--- config.mk ---
export PLATFORM = sky130hd
export DESIGN_NAME = one_wire_eeprom_slave_flat
export DESIGN_NICKNAME = d
export VERILOG_FILES = /design/src/owe_pkg.sv /design/src/owe_if.sv /design/src/one_wire_eeprom_slave.sv /design/src/flat_wrapper.sv
export SDC_FILE = /design/constraint.sdc
export NUM_CORES = 2
export LEC_CHECK = 0
export BUFFER_PORTS_ARGS = -buffer_cell sky130_fd_sc_hd__buf_2
export CORE_UTILIZATION = 25
export CTS_CLUSTER_SIZE = 30
export DETAILED_ROUTE_END_ITERATION = 6
export GPL_TIMING_DRIVEN = 0
export PLACE_DENSITY_LB_ADDON = 0.25
export SLEW_MARGIN = 20
export SYNTH_ARGS = -nofsm -noshare
export SYNTH_HDL_FRONTEND = slang
export SYNTH_SLANG_ARGS = --single-unit
--- constraint.sdc ---
create_clock -name clock -period 5.9 [get_ports clock]
set_input_delay 0 -clock clock [delete_from_list [all_inputs] [get_ports clock]]
set_output_delay 0 -clock clock [all_outputs]
set_load 0.01 [all_outputs]
--- src/owe_pkg.sv ---
package owe_pkg;
   localparam int STORE_DEPTH = 128;
   localparam int RAM_DEPTH   = 16;
   localparam int SCRATCH_LEN = 13;
   localparam int STORE_AW    = $clog2(STORE_DEPTH);
   localparam int RAM_AW      = $clog2(RAM_DEPTH);

   localparam logic [1:0] OP_WRITE = 2'd0;
   localparam logic [1:0] OP_READ  = 2'd1;

   localparam logic [7:0] CMD_READ_MEM  = 8'hF0;
   localparam logic [7:0] CMD_READ_SP   = 8'hAA;
   localparam logic [7:0] CMD_COPY      = 8'h55;
   localparam logic [7:0] CMD_WRITE_SP  = 8'h0F;
   localparam logic [7:0] ES_VALUE      = 8'h01;
   localparam logic [15:0] CRC_PARITY_XOR = 16'hC001;

   typedef struct packed {
      logic [1:0] operation;
      logic [7:0] data_byte;
   } req_type;

   typedef struct packed {
      logic [7:0] tx_byte;
      logic       tx_valid;
      logic       copy_failed;
      logic       scratch_written;
   } rsp_type;

   // one byte of the reflected CRC-16, parity form
   function automatic logic [15:0] crc_byte(input logic [15:0] crc, input logic [7:0] d);
      logic [15:0] c;
      logic [15:0] r;
      c = {8'd0, d ^ crc[7:0]};
      r = {8'd0, crc[15:8]};
      if (^c[7:0]) r = r ^ CRC_PARITY_XOR;
      r = r ^ (c << 6) ^ (c << 7);
      return r;
   endfunction
endpackage

--- src/owe_if.sv ---
interface owe_if #(parameter type payload_type = logic) (input logic clock);
   logic        valid;
   logic        ready;
   payload_type payload;
   modport source (output valid, output payload, input ready);
   modport sink   (input valid, input payload, output ready);
endinterface

--- src/one_wire_eeprom_slave.sv ---
// A bus event is answered after it passes the read and output states; a matching copy
// passes the read state, then writes one byte per cycle into RAM or the store.
// No new event is accepted while a response is pending or the block is busy.
// Reset (synchronous, active high): control idles and the scratchpad clears, then
// store and RAM are cleared by a sweep over the store addresses during which no event is accepted.
module one_wire_eeprom_slave
   import owe_pkg::*;
(
   input logic clock,
   input logic reset,
   owe_if.sink   req,
   owe_if.source rsp
);
   typedef enum logic [3:0] {
      PH_IDLE, PH_RD_LO, PH_RD_HI, PH_RD_STREAM, PH_SP_STREAM,
      PH_CP_TA1, PH_CP_TA2, PH_CP_ES, PH_WS_TA1, PH_WS_TA2, PH_WS_DATA,
      PH_WS_CRC_LO, PH_WS_CRC_HI
   } phase_type;

   typedef enum logic [2:0] {
      SQ_CLEAR, SQ_WAIT, SQ_READ, SQ_COPY, SQ_OUT
   } seq_type;

   logic [7:0] store_mem [STORE_DEPTH];
   logic [7:0] ram_mem [RAM_DEPTH];
   logic [7:0] scratch_ff [16];

   seq_type    seq_ff;
   phase_type  phase_ff;
   logic [7:0] addr_ff;
   logic [3:0] idx_ff;
   logic [15:0] crc_ff;
   logic       written_ff;
   logic [STORE_AW-1:0] clr_ff;
   logic [2:0] cp_ff;
   req_type    item_ff;
   logic [7:0] store_rd_ff;
   logic [7:0] ram_rd_ff;
   logic       zero_rd_ff;
   logic       from_ram_ff;
   rsp_type    rsp_ff;
   logic       rsp_valid_ff;

   // read address into map
   logic [7:0] map_a;
   logic [STORE_AW-1:0] store_ra;
   always_comb begin
      map_a = addr_ff;
      if (map_a < 8'd16) store_ra = map_a[STORE_AW-1:0];
      else if (map_a < 8'd64) store_ra = 7'(map_a - 8'd16);
      else store_ra = 7'(map_a - 8'd128);
   end

   // copy write address and scratchpad source index
   logic [7:0] cp_addr;
   logic [3:0] cp_src;
   assign cp_addr = scratch_ff[0] + {5'd0, cp_ff};
   assign cp_src  = 4'd3 + {1'b0, cp_ff};

   assign req.ready = (seq_ff == SQ_WAIT) && !rsp_valid_ff;
   assign rsp.valid = rsp_valid_ff;
   assign rsp.payload = rsp_ff;

   // memories
   always_ff @(posedge clock) begin
      store_rd_ff <= store_mem[store_ra];
      ram_rd_ff   <= ram_mem[addr_ff[RAM_AW-1:0]];
      if (seq_ff == SQ_CLEAR) begin
         store_mem[clr_ff] <= 8'd0;
         ram_mem[clr_ff[RAM_AW-1:0]] <= 8'd0;
      end else if (seq_ff == SQ_COPY) begin
         if (cp_addr <= 8'd15) ram_mem[cp_addr[RAM_AW-1:0]] <= scratch_ff[cp_src];
         if (cp_addr >= 8'd128) store_mem[cp_addr[STORE_AW-1:0]] <= scratch_ff[cp_src];
      end
   end

   // sequencer
   always_ff @(posedge clock) begin
      if (reset) begin
         seq_ff <= SQ_CLEAR; phase_ff <= PH_IDLE; addr_ff <= '0; idx_ff <= '0;
         crc_ff <= '0; written_ff <= 1'b0; clr_ff <= '0; cp_ff <= '0;
         rsp_valid_ff <= 1'b0;
         for (int i = 0; i < 16; i++) scratch_ff[i] <= 8'd0;
      end else begin
         if (rsp_valid_ff && rsp.ready) rsp_valid_ff <= 1'b0;
         case (seq_ff)
            SQ_CLEAR: begin
               clr_ff <= clr_ff + 1'b1;
               if (clr_ff == STORE_AW'(STORE_DEPTH - 1)) seq_ff <= SQ_WAIT;
            end
            SQ_WAIT: begin
               if (req.valid && req.ready) begin
                  item_ff <= req.payload;
                  seq_ff <= SQ_READ;
               end
            end
            SQ_READ: begin
               // registered memory data now valid for addr_ff
               zero_rd_ff <= (addr_ff >= 8'd64) && (addr_ff < 8'd128);
               from_ram_ff <= (addr_ff >= 8'd16) && (addr_ff < 8'd32);
               rsp_ff <= '0;
               if (item_ff.operation == OP_WRITE && phase_ff == PH_CP_ES &&
                   scratch_ff[2] == item_ff.data_byte) begin
                  cp_ff <= '0;
                  seq_ff <= SQ_COPY;
               end else begin
                  seq_ff <= SQ_OUT;
               end
            end
            SQ_COPY: begin
               cp_ff <= cp_ff + 1'b1;
               if (cp_ff == 3'd7) begin
                  phase_ff <= PH_IDLE;
                  rsp_ff <= '{8'd0, 1'b0, 1'b0, written_ff};
                  rsp_valid_ff <= 1'b1;
                  seq_ff <= SQ_WAIT;
               end
            end
            SQ_OUT: begin
               logic [7:0] tx;
               logic txv, fail, wr;
               logic [7:0] b;
               logic [3:0] ni;
               tx = 8'd0; txv = 1'b0; fail = 1'b0; wr = written_ff;
               b = item_ff.data_byte;
               ni = idx_ff + 4'd1;
               if (item_ff.operation[1]) begin
                  phase_ff <= PH_IDLE;
               end else if (item_ff.operation == OP_READ) begin
                  case (phase_ff)
                     PH_RD_STREAM: begin
                        tx = zero_rd_ff ? 8'd0 : (from_ram_ff ? ram_rd_ff : store_rd_ff);
                        txv = 1'b1;
                        addr_ff <= addr_ff + 8'd1;
                     end
                     PH_SP_STREAM: begin
                        tx = scratch_ff[idx_ff]; txv = 1'b1;
                        idx_ff <= ni;
                        if (ni >= 4'(SCRATCH_LEN) || ni == 4'd0) phase_ff <= PH_IDLE;
                     end
                     PH_WS_CRC_LO: begin
                        tx = scratch_ff[11]; txv = 1'b1; phase_ff <= PH_WS_CRC_HI;
                     end
                     PH_WS_CRC_HI: begin
                        tx = scratch_ff[12]; txv = 1'b1; wr = 1'b1;
                        written_ff <= 1'b1; phase_ff <= PH_IDLE;
                     end
                     default: ;
                  endcase
               end else begin
                  case (phase_ff)
                     PH_IDLE: begin
                        if (b == CMD_READ_MEM) phase_ff <= PH_RD_LO;
                        else if (b == CMD_READ_SP) begin
                           idx_ff <= '0; phase_ff <= PH_SP_STREAM;
                        end else if (b == CMD_COPY) phase_ff <= PH_CP_TA1;
                        else if (b == CMD_WRITE_SP) phase_ff <= PH_WS_TA1;
                     end
                     PH_RD_LO: begin addr_ff <= b; phase_ff <= PH_RD_HI; end
                     PH_RD_HI: phase_ff <= PH_RD_STREAM;
                     PH_CP_TA1: begin
                        if (scratch_ff[0] != b) begin fail = 1'b1; phase_ff <= PH_IDLE; end
                        else phase_ff <= PH_CP_TA2;
                     end
                     PH_CP_TA2: begin
                        if (scratch_ff[1] != b) begin fail = 1'b1; phase_ff <= PH_IDLE; end
                        else phase_ff <= PH_CP_ES;
                     end
                     PH_CP_ES: begin
                        // a match went through the copy sweep instead
                        fail = 1'b1; phase_ff <= PH_IDLE;
                     end
                     PH_WS_TA1: begin scratch_ff[0] <= b; phase_ff <= PH_WS_TA2; end
                     PH_WS_TA2: begin
                        scratch_ff[1] <= b; scratch_ff[2] <= ES_VALUE;
                        idx_ff <= '0; crc_ff <= '0; phase_ff <= PH_WS_DATA;
                     end
                     PH_WS_DATA: begin
                        logic [15:0] nc;
                        nc = crc_byte(crc_ff, b);
                        scratch_ff[4'(idx_ff + 4'd3)] <= b;
                        crc_ff <= nc;
                        idx_ff <= ni;
                        if (ni >= 4'd8) begin
                           scratch_ff[11] <= nc[7:0];
                           scratch_ff[12] <= nc[15:8];
                           phase_ff <= PH_WS_CRC_LO;
                        end
                     end
                     default: ;
                  endcase
               end
               rsp_ff <= '{tx, txv, fail, wr};
               rsp_valid_ff <= 1'b1;
               seq_ff <= SQ_WAIT;
            end
            default: seq_ff <= SQ_WAIT;
         endcase
      end
   end
endmodule

--- src/flat_wrapper.sv ---
// flat-port wrapper written by rule: the top's interface ports become plain ports
module one_wire_eeprom_slave_flat import owe_pkg::*;
  (clock, reset, req_valid, req_payload, req_ready, rsp_valid, rsp_payload, rsp_ready);
  owe_if #(.payload_type(req_type)) req_i (.clock(clock));
  owe_if #(.payload_type(rsp_type)) rsp_i (.clock(clock));
  input logic clock;
  input logic reset;
  input wire logic [$bits(req_i.valid)-1:0] req_valid;
  input wire logic [$bits(req_i.payload)-1:0] req_payload;
  output wire logic [$bits(req_i.ready)-1:0] req_ready;
  output wire logic [$bits(rsp_i.valid)-1:0] rsp_valid;
  output wire logic [$bits(rsp_i.payload)-1:0] rsp_payload;
  input wire logic [$bits(rsp_i.ready)-1:0] rsp_ready;
  assign req_i.valid = req_valid;
  assign req_i.payload = req_payload;
  assign req_ready = req_i.ready;
  assign rsp_valid = rsp_i.valid;
  assign rsp_payload = rsp_i.payload;
  assign rsp_i.ready = rsp_ready;
  one_wire_eeprom_slave u_core (.clock(clock), .reset(reset), .req(req_i), .rsp(rsp_i));
endmodule
==> flow_summary.ini <==
[outcome]
status = finished with violations
violations = DRC

[critical_path]
crit_required_ns = 6.48
setup.worst_path.class = register to register
worst_setup_path_start_kind = register
cpMostUsedCell = buf_12
cp_top_family = buffers and inverters
path_buf_inv = 7
critPathCaptureType = register
critPathSlowestCell = and2_4
worstPathMaxFanout = 55
critical-path-max-stage-delay_ns = 0.67
crit_path_cell_trace = clkdlybuf4s15_1 > inv_2 > ha_1 > clkbuf_1 > clkbuf_2 > buf_2 > mux2i_1 > a21oi_1 > and2_4 > buf_12 > buf_12
critPathArrivalTime_ns = 5.95

[cts]
clkTransAtPathRegs_ns = 0.06
numClockSinks = 1370
cts_buffer_depth = 3
htree_levels = 4
insertion_delay_ns = 0.80
cts_tree = done
cts_setup_buffers = 0
cts-root-buf = clkbuf_16
cts_buffers = 148

[die]
start_util_pct = 25.26
io_pins = 27
die_h_microns = 482.4
core_sq_um = 228400
dieWidth_microns = 482.4
die_area_sq_um = 232700
fp-row-count = 175

[timing]
setup_slack_ns = 0.5358
skew_ns = 0.03988
maxSlewViolCount = 0
slew_headroom_pct = 17.19
finalCritPeriodShare_pct = 90.92
worst_slew_pin_slew_ns = 1.241
rsz0062_at_grt = no
hold_viol_final = 0
finalSetupViolCount = 0
layout_min_cycle_time_ns = 5.364
fmax_ghz = 0.1864

[global_route]
grt_pass1_vias = 33520
grt_overflow = 0
grtUsageTotal_pct = 17.45
grt_pass1_wl_microns = 280500
grt_max_degree = 70
antenna_found_initial = 8

[yosys]
synthCells = 3167
synth_top_area_share_pct = 67.82
synth_area_leaders = edfxtp_1 (68%), mux4_2 (14%), dfxtp_1 (2.3%)
yosys.area.top_type = edfxtp_1
avgSynthCellArea_sq_um = 18.22
ys_seq_area_share_pct = 70.15
syn_nets = 3200
synth_cell_types = 93
synth_compound_area_share_pct = 4.342
synth-simple-area-share_pct = 6.099
synth_enable_flop_cells = 1303
ys.flop_type = edfxtp_1
synth_mux_area_share_pct = 16.09
synth_top_family_by_area = multiplexers
synth.most_common_cell = edfxtp_1
synth_common_cells = edfxtp_1 (1,303), mux4_2 (356), and2_1 (133)
synth-xor-area-share_pct = 1.002
yosysWarnings = 0
synth_seq_cells = 1370
async_flop_share_pct = 0
synth_fa_ha_area_share_pct = 0.4251
syn-cell-area_sq_um = 57690

[pwr]
peakVddDrop_mv = 0.3256
powerDensity_nw_per_um2 = 297.1
leakage_nw = 19.96

[place]
portBuffers = 25
dp_slack_ns = 0.2200
gp_congestion = 0.9397
dpl.hpwl_microns = 144100

[layout]
fillers = 22410
drive_gt1_share_pct = 29.56
postLayoutCoreUtil_pct = 30.14
area_growth_syn_to_layout_pct = 19.30
final_net_count = 3545

[job]
drv_cap = 0

[min_path]
hold_path_class = primary input to register

[route]
wl_per_cell_microns = 30.79
vias_per_cell = 5.058
route.antenna.remaining_nets = 0
drc_errors = 1
drt-pass1-iter-count = 7
drt-initial-drc-count = 3814
via_count = 33610
wl_microns = 204600
-- report_power, final --
group	switching (W)	total (W)	internal, W
logic	0.000260	0.000377	0.000117
clock network	0.00403	0.00943	0.00540
registers	0.0000493	0.0106	0.0106
total	0.00434	0.0205	0.0161
-- layer usage --
metal	vias up	global-route usage (%)	wire, microns
met5	-	0	0
met4	0	5.774	7377
met3	324	3.933	16090
met2	1535	27.37	94180
met1	18050	23.79	86980
li1	13710	-	-
-- layout make-up --
class / count / area, sq um / share of cell area [%]
clock inverters: 78 / 795.8 / 1.156
multi-input cells: 1558 / 16930 / 24.60
diodes: 4 / 10.01 / 0.01454
flip-flops and latches: 1370 / 40470 / 58.80
plain buffers: 216 / 1051 / 1.527
clock buffers: 193 / 4020 / 5.841
repair buffers: 195 / 1699 / 2.469
inverters: 23 / 86.33 / 0.1254
well taps: 3009 / 3765 / 5.470
-- path summary, 6_finish.rpt --
check,depth (start not counted),end,start,slack [ns]
worst max register to register,11,u_core.store_mem[11][5]$_DFFE_PP_,u_core.cp_ff[0]$_SDFFE_PP0P_,0.54
worst min-delay path,5,u_core.rsp.valid$_SDFF_PP0_,rsp_ready,0.05
worst max-delay path,11,u_core.store_mem[11][5]$_DFFE_PP_,u_core.cp_ff[0]$_SDFFE_PP0P_,0.54
worst min register to register,2,u_core.written_ff$_SDFFE_PP0P_,u_core.written_ff$_SDFFE_PP0P_,0.46
-- timing repair --
action                                  CTS  global route
endpoints found under the setup margin    0            64
endpoints found under the hold margin    17             0
resized for setup                         0             4
hold buffers                             23             0
-- state kept, by name, indices dropped and copies added (netlist names), 3 cells and up, named ones only --
signal / cells
u_core.phase_ff: 4
u_core.ram_mem: 128
u_core.rsp.payload: 11
u_core.crc_ff: 16
u_core.clr_ff: 7
u_core.ram_rd_ff: 8
u_core.scratch_ff: 128
u_core.cp_ff: 3
u_core.addr_ff: 8
u_core.store_rd_ff: 8
u_core.item_ff: 10
u_core.seq_ff: 3
u_core.store_mem: 1024
u_core.idx_ff: 4
-- worst register-to-register path: cells and delay by family (launching register included) --
family                     cells  cell delay, ns
buffers and inverters          7            2.86
and+or+nand+nor                1            0.67
AOI/OAI and AO/OA              1            0.61
adders and majority gates      1            0.42
DFF                            1            0.38
muxes                          1            0.17
-- stage by stage --
stage               std cells  hold slack [ns]  cell area (sq um)  power, W  TNS [ns]
floorplan                3167          0.09887              57690   0.01100         0
global route             6642          0.09107              68820   0.02097         0
finish                   6646          0.05379              68830   0.02045         0
detailed placement       6347           0.1785              63740   0.01120         0
global placement         6201           0.1771              61580   0.01117  -3124.28
CTS                      6641          0.02715              68790   0.02059         0
-- layout by cell type (no fill, tap or decap), types with 55 or more instances in the layout --
| master | synthesis | routed |
|---|---|---|
| a21oi_1 | 56 | 55 |
| and2_1 | 133 | 125 |
| buf_2 | 66 | 149 |
| buf_4 | 13 | 92 |
| clkbuf_1 | 100 | 122 |
| clkbuf_16 | 0 | 154 |
| dfxtp_1 | 67 | 67 |
| edfxtp_1 | 1303 | 1303 |
| mux2i_1 | 83 | 82 |
| mux4_2 | 356 | 356 |
| nand2_1 | 98 | 98 |
| nor2_1 | 105 | 103 |
| nor3_2 | 3 | 64 |
| nor4_2 | 7 | 55 |
| o21ai_0 | 67 | 55 |
-- logic make-up after synthesis --
logic type,Yosys count
xor gates and xnor gates,66
buffers and inverters,239
and+or+nand+nor,645
AOI/OAI and AO/OA,351
muxes,477
DFF,1370
adders and majority gates,19
Power figures use the tool's default switching activity.
